==> src/hw/rtl/base64_stream_codec_macros.svh <==
// Assertion helpers for the base64 stream codec.
`ifndef BASE64_STREAM_CODEC_MACROS_SVH
`define BASE64_STREAM_CODEC_MACROS_SVH

// Same-cycle implication, held off while reset is asserted.
`define B64SC_ASSERT_IMPLY(label, clk, rst_n, ante, cons) \
    label: assert property (@(posedge clk) disable iff (!rst_n) (ante) |-> (cons)) \
        else $error("base64 codec: implication check failed");

// Next-cycle implication, held off while reset is asserted.
`define B64SC_ASSERT_NEXT(label, clk, rst_n, ante, cons) \
    label: assert property (@(posedge clk) disable iff (!rst_n) (ante) |=> (cons)) \
        else $error("base64 codec: next-cycle check failed");

`endif

==> src/hw/rtl/b64sc_pkg.sv <==
package b64sc_pkg;

    // Result slots in one entry; one input beat causes at most two result beats.
    localparam int B64SC_MAX_RES = 3;
    // Default depth of the queue between front and back.
    localparam int B64SC_QUEUE_DEPTH = 4;

    localparam int RES_IDX_W = $clog2(B64SC_MAX_RES);
    localparam int RES_CNT_W = $clog2(B64SC_MAX_RES + 1);

    // Direction register codes.
    localparam logic DIR_DECODE = 1'b0;
    localparam logic DIR_ENCODE = 1'b1;

    // Character classes seen while decoding.
    localparam logic [1:0] CLS_ALPHA = 2'd0;
    localparam logic [1:0] CLS_SKIP  = 2'd1;
    localparam logic [1:0] CLS_BAD   = 2'd2;

    typedef struct packed {
        logic [1:0] kind;
        logic [5:0] value;
    } char_class_t;

    // One result beat.
    typedef struct packed {
        logic [7:0] data;
        logic       has_data;
        logic       bad_char;
        logic       last;
    } result_t;

    // All results caused by one input beat.
    typedef struct packed {
        logic [RES_CNT_W-1:0]          count;
        result_t [B64SC_MAX_RES-1:0]   res;
    } entry_t;

    // Maps a character code to its six-bit value, or marks it skipped or invalid.
    function automatic char_class_t b64sc_classify(input logic [7:0] c);
        char_class_t r;
        r.kind  = CLS_BAD;
        r.value = 6'd0;
        if (c == 8'h3d || c == 8'h0a || c == 8'h0d) begin
            r.kind = CLS_SKIP;
        end else if (c >= 8'h41 && c <= 8'h5a) begin
            r.kind  = CLS_ALPHA;
            r.value = 6'(c - 8'h41);
        end else if (c >= 8'h61 && c <= 8'h7a) begin
            r.kind  = CLS_ALPHA;
            r.value = 6'(c - 8'h61 + 8'd26);
        end else if (c >= 8'h30 && c <= 8'h39) begin
            r.kind  = CLS_ALPHA;
            r.value = 6'(c - 8'h30 + 8'd52);
        end else if (c == 8'h2b) begin
            r.kind  = CLS_ALPHA;
            r.value = 6'd62;
        end else if (c == 8'h2f) begin
            r.kind  = CLS_ALPHA;
            r.value = 6'd63;
        end
        return r;
    endfunction

    // Maps a six-bit value to its alphabet character.
    function automatic logic [7:0] b64sc_char(input logic [5:0] v);
        logic [7:0] w;
        w = {2'b00, v};
        if (v < 6'd26) begin
            return 8'(w + 8'h41);
        end else if (v < 6'd52) begin
            return 8'(w - 8'd26 + 8'h61);
        end else if (v < 6'd62) begin
            return 8'(w - 8'd52 + 8'h30);
        end else if (v == 6'd62) begin
            return 8'h2b;
        end else begin
            return 8'h2f;
        end
    endfunction

endpackage

==> src/hw/rtl/b64sc_front.sv <==
module b64sc_front (
    input  logic             clk,
    input  logic             rst_n,
    input  logic             direction,
    input  logic             clear,
    input  logic             in_valid,
    output logic             in_stall,
    input  logic [7:0]       data_in,
    input  logic             end_of_message,
    input  logic             full,
    output logic             push,
    output b64sc_pkg::entry_t push_data
);
    import b64sc_pkg::*;

    // Only the low six bits of the accumulator are ever needed again.
    logic [5:0]  acc_reg, acc_next;
    // Bit count in units of two bits: 0, 2, 4 or 6 bits held.
    logic [1:0]  cnt_reg, cnt_next;
    logic        err_reg, err_next;

    logic        accept;
    char_class_t cls;
    logic [11:0] dec_acc;
    logic [11:0] enc_acc;
    logic [7:0]  dec_byte;
    entry_t      ent;

    assign in_stall = full;
    assign accept   = in_valid && !full;
    assign cls      = b64sc_classify(data_in);
    assign dec_acc  = {acc_reg[5:0], cls.value};
    assign enc_acc  = {acc_reg[3:0], data_in};

    // Byte taken from the decode accumulator once eight bits are ready.
    always_comb
    begin
        case (cnt_reg)
            2'd1:    dec_byte = dec_acc[7:0];
            2'd2:    dec_byte = dec_acc[9:2];
            2'd3:    dec_byte = dec_acc[11:4];
            default: dec_byte = 8'd0;
        endcase
    end

    // Build the results of this beat and the next state.
    always_comb
    begin
        ent      = '0;
        acc_next = acc_reg;
        cnt_next = cnt_reg;
        err_next = err_reg;
        if (direction == DIR_DECODE) begin
            if (!err_reg && cls.kind == CLS_BAD) begin
                ent.count           = RES_CNT_W'(1);
                ent.res[0].bad_char = 1'b1;
                ent.res[0].last     = end_of_message;
                err_next            = 1'b1;
            end else if (!err_reg && cls.kind == CLS_ALPHA) begin
                acc_next = dec_acc[5:0];
                if (cnt_reg != 2'd0) begin
                    ent.count           = RES_CNT_W'(1);
                    ent.res[0].data     = dec_byte;
                    ent.res[0].has_data = 1'b1;
                    ent.res[0].last     = end_of_message;
                    cnt_next            = cnt_reg - 2'd1;
                end else begin
                    cnt_next = 2'd3;
                end
            end
        end else begin
            acc_next = enc_acc[5:0];
            ent.res[0].has_data = 1'b1;
            ent.res[1].has_data = 1'b1;
            case (cnt_reg)
                2'd1:
                begin
                    ent.res[0].data = b64sc_char(enc_acc[9:4]);
                    ent.res[1].data = b64sc_char({enc_acc[3:0], 2'b00});
                    ent.count       = end_of_message ? RES_CNT_W'(2) : RES_CNT_W'(1);
                    ent.res[0].last = 1'b0;
                    ent.res[1].last = end_of_message;
                    cnt_next        = 2'd2;
                end
                2'd2:
                begin
                    ent.res[0].data = b64sc_char(enc_acc[11:6]);
                    ent.res[1].data = b64sc_char(enc_acc[5:0]);
                    ent.count       = RES_CNT_W'(2);
                    ent.res[1].last = end_of_message;
                    cnt_next        = 2'd0;
                end
                default:
                begin
                    ent.res[0].data = b64sc_char(enc_acc[7:2]);
                    ent.res[1].data = b64sc_char({enc_acc[1:0], 4'b0000});
                    ent.count       = end_of_message ? RES_CNT_W'(2) : RES_CNT_W'(1);
                    ent.res[1].last = end_of_message;
                    cnt_next        = 2'd1;
                end
            endcase
            if (ent.count == RES_CNT_W'(1)) begin
                ent.res[0].last = end_of_message;
            end
        end
        // A message end with nothing else to report gives an empty last beat.
        if (end_of_message && ent.count == '0) begin
            ent.count    = RES_CNT_W'(1);
            ent.res[0]   = '0;
            ent.res[0].last = 1'b1;
        end
        if (end_of_message) begin
            acc_next = '0;
            cnt_next = '0;
            err_next = 1'b0;
        end
    end

    assign push      = accept && (ent.count != '0);
    assign push_data = ent;

    // Codec state; a direction write clears it.
    always_ff @(posedge clk or negedge rst_n)
    begin
        if (!rst_n) begin
            acc_reg <= '0;
            cnt_reg <= '0;
            err_reg <= 1'b0;
        end else if (clear) begin
            acc_reg <= '0;
            cnt_reg <= '0;
            err_reg <= 1'b0;
        end else if (accept) begin
            acc_reg <= acc_next;
            cnt_reg <= cnt_next;
            err_reg <= err_next;
        end
    end

endmodule

==> src/hw/rtl/b64sc_queue.sv <==
module b64sc_queue #(
    parameter int DEPTH = b64sc_pkg::B64SC_QUEUE_DEPTH
) (
    input  logic              clk,
    input  logic              rst_n,
    input  logic              push,
    input  b64sc_pkg::entry_t push_data,
    input  logic              pop,
    output b64sc_pkg::entry_t head,
    output logic              empty,
    output logic              full
);
    import b64sc_pkg::*;

    localparam int PTR_W = (DEPTH > 1) ? $clog2(DEPTH) : 1;
    localparam int CNT_W = $clog2(DEPTH + 1);

    entry_t             slot_reg [DEPTH];
    logic [PTR_W-1:0]   wr_ptr_reg, wr_ptr_next;
    logic [PTR_W-1:0]   rd_ptr_reg, rd_ptr_next;
    logic [CNT_W-1:0]   count_reg, count_next;

    assign empty = (count_reg == '0);
    assign full  = (count_reg == CNT_W'(DEPTH));
    assign head  = slot_reg[rd_ptr_reg];

    // Pointer advance with wrap at the last slot.
    always_comb
    begin
        wr_ptr_next = (wr_ptr_reg == PTR_W'(DEPTH - 1)) ? '0 : wr_ptr_reg + 1'b1;
        rd_ptr_next = (rd_ptr_reg == PTR_W'(DEPTH - 1)) ? '0 : rd_ptr_reg + 1'b1;
        count_next  = count_reg;
        if (push && !pop) begin
            count_next = count_reg + 1'b1;
        end else if (pop && !push) begin
            count_next = count_reg - 1'b1;
        end
    end

    // Storage slots.
    always_ff @(posedge clk)
    begin
        if (push) begin
            slot_reg[wr_ptr_reg] <= push_data;
        end
    end

    // Pointers and fill count.
    always_ff @(posedge clk or negedge rst_n)
    begin
        if (!rst_n) begin
            wr_ptr_reg <= '0;
            rd_ptr_reg <= '0;
            count_reg  <= '0;
        end else begin
            if (push) begin
                wr_ptr_reg <= wr_ptr_next;
            end
            if (pop) begin
                rd_ptr_reg <= rd_ptr_next;
            end
            count_reg <= count_next;
        end
    end

endmodule

==> src/hw/rtl/b64sc_back.sv <==
module b64sc_back (
    input  logic              clk,
    input  logic              rst_n,
    input  b64sc_pkg::entry_t head,
    input  logic              empty,
    output logic              pop,
    output logic              out_valid,
    input  logic              out_stall,
    output logic [7:0]        data_out,
    output logic              has_data,
    output logic              bad_char,
    output logic              last
);
    import b64sc_pkg::*;

    logic [RES_IDX_W-1:0] idx_reg;
    logic                 out_valid_reg;
    result_t              out_res_reg;
    logic                 load;
    logic                 final_one;

    // Load the next result beat when the output register is free or being taken.
    assign load      = !empty && (!out_valid_reg || !out_stall);
    assign final_one = (RES_CNT_W'(idx_reg) + 1'b1 == head.count);
    assign pop       = load && final_one;

    // Output register control and index into the head entry.
    always_ff @(posedge clk or negedge rst_n)
    begin
        if (!rst_n) begin
            out_valid_reg <= 1'b0;
            idx_reg       <= '0;
        end else if (load) begin
            out_valid_reg <= 1'b1;
            idx_reg       <= final_one ? '0 : idx_reg + 1'b1;
        end else if (!out_stall) begin
            out_valid_reg <= 1'b0;
        end
    end

    // Output payload.
    always_ff @(posedge clk)
    begin
        if (load) begin
            out_res_reg <= head.res[idx_reg];
        end
    end

    assign out_valid = out_valid_reg;
    assign data_out  = out_res_reg.data;
    assign has_data  = out_res_reg.has_data;
    assign bad_char  = out_res_reg.bad_char;
    assign last      = out_res_reg.last;

endmodule

==> src/hw/rtl/base64_stream_codec.sv <==
// Streaming base64 codec.
// Input channel: in_valid / in_stall with data_in and end_of_message; one beat
// is one character (decode) or one byte (encode). Output channel: out_valid /
// out_stall with data_out, has_data, bad_char and last; one beat is one result.
// cfg_write with cfg_data sets the direction (0 decode, 1 encode) and clears
// the codec state; write it only while the block is idle.
// An input beat is written into the result queue, and its results are then
// loaded one by one into the output register. The front takes one input beat
// per cycle while the result queue has room; the back sends one result beat
// per cycle while the receiver does not stall. Decoding therefore runs at one
// character per cycle. An encoded byte gives one or two characters, four for
// every three bytes, so the single output port, not the front, limits the
// input rate in steady flow.
// Reset clears the direction to decode, the accumulator, the queue and the
// output valid flag. When the receiver stalls, the output beat holds, the
// queue fills, and in_stall rises once the queue is full.
`include "base64_stream_codec_macros.svh"

module base64_stream_codec #(
    parameter int QUEUE_DEPTH = b64sc_pkg::B64SC_QUEUE_DEPTH
) (
    input  logic       clk,
    input  logic       rst_n,
    input  logic       cfg_write,
    input  logic       cfg_data,
    input  logic       in_valid,
    output logic       in_stall,
    input  logic [7:0] data_in,
    input  logic       end_of_message,
    output logic       out_valid,
    input  logic       out_stall,
    output logic [7:0] data_out,
    output logic       has_data,
    output logic       bad_char,
    output logic       last
);
    import b64sc_pkg::*;

    logic   direction_reg;
    logic   q_push;
    logic   q_pop;
    logic   q_empty;
    logic   q_full;
    entry_t q_in;
    entry_t q_head;

    // Direction register.
    always_ff @(posedge clk or negedge rst_n)
    begin
        if (!rst_n) begin
            direction_reg <= DIR_DECODE;
        end else if (cfg_write) begin
            direction_reg <= cfg_data;
        end
    end

    b64sc_front u_front (
        .clk            (clk),
        .rst_n          (rst_n),
        .direction      (direction_reg),
        .clear          (cfg_write),
        .in_valid       (in_valid),
        .in_stall       (in_stall),
        .data_in        (data_in),
        .end_of_message (end_of_message),
        .full           (q_full),
        .push           (q_push),
        .push_data      (q_in)
    );

    b64sc_queue #(
        .DEPTH (QUEUE_DEPTH)
    ) u_queue (
        .clk       (clk),
        .rst_n     (rst_n),
        .push      (q_push),
        .push_data (q_in),
        .pop       (q_pop),
        .head      (q_head),
        .empty     (q_empty),
        .full      (q_full)
    );

    b64sc_back u_back (
        .clk       (clk),
        .rst_n     (rst_n),
        .head      (q_head),
        .empty     (q_empty),
        .pop       (q_pop),
        .out_valid (out_valid),
        .out_stall (out_stall),
        .data_out  (data_out),
        .has_data  (has_data),
        .bad_char  (bad_char),
        .last      (last)
    );

    // Checks on the front, queue and result encoding.
    `B64SC_ASSERT_IMPLY(a_no_push_when_full, clk, rst_n, q_push, !q_full)
    `B64SC_ASSERT_IMPLY(a_empty_beat_is_last, clk, rst_n, out_valid && !has_data && !bad_char, last)
    `B64SC_ASSERT_IMPLY(a_encode_no_bad, clk, rst_n, out_valid && direction_reg == DIR_ENCODE, !bad_char)
    `B64SC_ASSERT_NEXT(a_pop_frees_slot, clk, rst_n, q_full && q_pop, !q_full)

endmodule
==> config.mk <==
export PLATFORM = sky130hd
export DESIGN_NAME = base64_stream_codec
export DESIGN_NICKNAME = d
export VERILOG_FILES = /design/src/hw/rtl/b64sc_pkg.sv /design/src/hw/rtl/b64sc_front.sv /design/src/hw/rtl/b64sc_queue.sv /design/src/hw/rtl/b64sc_back.sv /design/src/hw/rtl/base64_stream_codec.sv
export VERILOG_INCLUDE_DIRS = /design/src /design/src/hw/rtl
export SDC_FILE = /design/constraint.sdc
export NUM_CORES = 1
export LEC_CHECK = 0
export ABC_CLOCK_PERIOD_IN_PS = 4170
export BUFFER_PORTS_ARGS = -buffer_cell sky130_fd_sc_hd__buf_2
export CELL_PAD_IN_SITES_DETAIL_PLACEMENT = 0
export CELL_PAD_IN_SITES_GLOBAL_PLACEMENT = 2
export CORE_MARGIN = 8
export CORE_UTILIZATION = 43
export DETAILED_ROUTE_END_ITERATION = 7
export GPL_TIMING_DRIVEN = 0
export HOLD_SLACK_MARGIN = 0.12
export PLACE_DENSITY = 0.82
export SLEW_MARGIN = 20
export SYNTH_ARGS = -nofsm -noshare
export SYNTH_HDL_FRONTEND = slang
export SYNTH_SLANG_ARGS = --single-unit
export TNS_END_PERCENT = 10
==> constraint.sdc <==
create_clock -name clk -period 4.17 [get_ports clk]
set_clock_uncertainty 0.2 [all_clocks]
set_input_delay 0.834 -clock clk [delete_from_list [all_inputs] [get_ports clk]]
set_output_delay 0.834 -clock clk [all_outputs]
set_load 0.02 [all_outputs]
==> impl_metrics.toml <==
[final_layout]
seqCellArea_sq_mm = 0.00359
largest_reg_flops = 92
num-fill-cells = 1764
diodes = 0
multi_input_area_sq_mm = 0.00457
final_net_count = 911
drive_gt1_frac = 0.165
area_growth_pct = 13.5

[worst_setup_path]
start_kind = "primary input"
crit_family = "compound AO/OA/AOI/OAI gates"
reg2reg_depth = 9
cp_slowest_cell = "a2111oi_2"
crit_chain = "buf_2 -> clkbuf_2 -> clkinv_2 -> ha_1 -> a21oi_1 -> a32o_1 -> nand3_2 -> clkbuf_1 -> o211ai_1 -> nand3_1 -> o21a_1 -> a2111oi_2"
critPathArrivalTime_ns = 3.88
crit_cells = 12
cpPeakStageDelay_ns = 0.61
cp.required_ns = 4.08
path_buf_inv = 4
worstSetupEndpointType = "register"
crit_fanout = 10
critPathKind = "in -> reg"

[logic_synthesis]
synth-compound-area-share = 0.171
ys_async_sr_fraction = 0.163
synthTopCellsByArea = "edfxtp_1 37%, ha_1 8.6%, mux4_2 6.2%, dfrtp_1 6.0%, nand2_1 3.5%"
yosysUniqueCellTypes = 81
synth_top_family_by_area = "compound AO/OA/AOI/OAI gates"
synthAdderAreaFrac = 0.0888
syn_inst = 786
syn-num-nets = 860
syn_area_sq_mm = 0.00840
yosysSeqAreaShare = 0.428
yosys.cell_count.top_type = "edfxtp_1"
ys_warn_count = 0
postSynthAreaPerCell_sq_um = 10.7
ys_seq_elements = 123
synth-xor-area-share = 0.0573
netlist.top_cell.by_area = "edfxtp_1"
synth-simple-area-share = 0.133
synth_top_area_frac = 0.368
synth_edf_count = 103
synthFlopType = "edfxtp_1"
synthMuxAreaShare = 0.0876
synthTopCellsByCount = "103 x edfxtp_1, 78 x nand2_1, 58 x ha_1, 58 x nor2_1, 42 x a21oi_1"

[sta]
setup_violations = 0
setup_ws_ns = 0.203
rsz0062_at_grt = "true"
fin_crit_ns = 3.97
relSlewSlack = 0.379
worst_pin_slew_ns = 0.908
slew_violations = 0
finalHoldViolations = 0
post-route-period-util = 0.951
clock.fmax_mhz = 252

[floorplan]
initial_core_util = 0.435
dieHeight_microns = 156
die_area_sq_mm = 0.0243
die_w_microns = 156
num_rows = 51
ioPinCount = 28
coreArea_sq_mm = 0.0193

[run_status]
outcome = "finished clean"

[routing]
drtAntennaViolNets = 0
drt-total-wl_microns = 23800
vias_per_cell = 5.85
vias = 6518
drt_iter0_markers = 543
dr.pass1.iters = 5
routedWlPerCell_microns = 21.3
drc_errors = 0

[cts]
insertion_delay_ns = 0.41
clk_pin_slew_ns = 0.06
cts_sinks = 123
cts_max_path_buffers = 2
root_buffer = "clkbuf_16"
cts_buffers = 17
cts_tree = "done"
ctsHoldBuffers = 0
ctsHtreeMaxLevel = 4

[pwr]
clockPowerShare = 0.276
p_leak_nw = 3.52
ir_worst_vdd_mv = 0.340
p_seq_frac = 0.373
total_power_mw = 4.87
p_sw_frac = 0.330
power.density_mw_per_mm2 = 511
intPower_mw = 3.27
power_frac_comb = 0.350
p_switching_mw = 1.61

[place]
routabilityCongestion = 0.860
pre_cts_ws_ns = -1.16
numPortBuffers = 27
hpwlAfterDp_microns = 18000

[global_route]
grt_overflow = 0
grt_pass1_wl_microns = 37700
grt_start_max_net_pins = 24
antenna_found_initial = 0
grt_pass1_vias = 6562
grt_usage = 0.203

[run]
maxCapViolCount = 0

[min_path]
min_path_type = "in -> async"
[metrics by stage]
step,std cells,hold slack (ns),TNS (ns),utilization,cell area [sq um]
finish,1115,0.194,0,0.493,9540
detailed placement,1078,0.287,-124.60,0.459,8880
floorplan,786,0.249,0,-,8400
global route,1115,0.209,-0.000221,0.493,9540
CTS,1115,0.198,0,0.491,9500
global placement,1078,0.270,-161.99,0.459,8870
[layout make-up]
cell class | instances | share of cell area
Clock inverter | 10 | 0.0108
Timing Repair Buffer | 33 | 0.0192
Inverter | 29 | 0.0127
Sequential cell | 123 | 0.377
Buffer | 43 | 0.0198
Clock buffer | 22 | 0.0466
Tap cell | 265 | 0.0348
Multi-Input combinational cell | 590 | 0.479
[cells by family after synthesis]
group	Yosys count
AND/OR/NAND/NOR	235
buffers and inverters	73
AO/OA/AOI/OAI	197
flip-flops	123
XOR/XNOR	55
multiplexers	44
adder cells (fa/ha/maj)	59
[placed cells by master, fill, tap and decap left out, types with 9 or more instances in the layout]
cell type  count
edfxtp_1     103
nand2_1       78
nor2_1        58
ha_1          55
a21oi_1       40
o21ai_0       36
buf_2         34
xnor2_1       33
clkbuf_1      28
mux4_2        23
inv_1         22
xor2_1        22
dfrtp_1       20
clkbuf_16     17
o211ai_1      16
mux2i_1       15
nand3_1       14
nor3_1        13
nor2b_1       12
nand2b_1      12
and2_1         9
o31ai_1        9
[final timing paths]
path	from	end	slack, ns
worst max-delay path	data_in[5]	u_queue.slot_reg[3][8]	0.20
worst min-delay path	rst_n	u_front.acc_reg[3]	0.19
worst max register to register	u_front.acc_reg[1]	u_queue.slot_reg[3][8]	0.54
worst min register to register	u_queue.count_reg[2]	u_queue.count_reg[2]	0.29
max in group asynchronous	rst_n	u_queue.rd_ptr_reg[0]	3.22
min in group clk	u_queue.count_reg[2]	u_queue.count_reg[2]	0.29
[layer usage]
metal / GRT usage / routed length (microns) / up-vias
met3: 0.0291 / 1050 / 27
li1: - / - / 3062
met1: 0.260 / 10500 / 3254
met4: 0.0601 / 413 / 0
met2: 0.349 / 11800 / 175
met5: 0 / 0 / -
[power by group through the flow]
stage | logic [mW] | registers, mW | clock network, mW
after floorplan | 1.17 | 1.89 | 0
after global placement | 1.67 | 1.83 | 0
after detailed placement | 1.71 | 1.84 | 0
after CTS | 1.73 | 1.82 | 1.36
after global routing | 1.89 | 1.85 | 1.42
final | 1.71 | 1.82 | 1.34
[what timing repair did]
item,in CTS,in global routing
pin swaps,1,1
buffers inserted,6,0
gates resized for setup,12,9
endpoints found under the setup margin,143,10
hold endpoints to repair,0,0
Power figures use the tool's default switching activity.
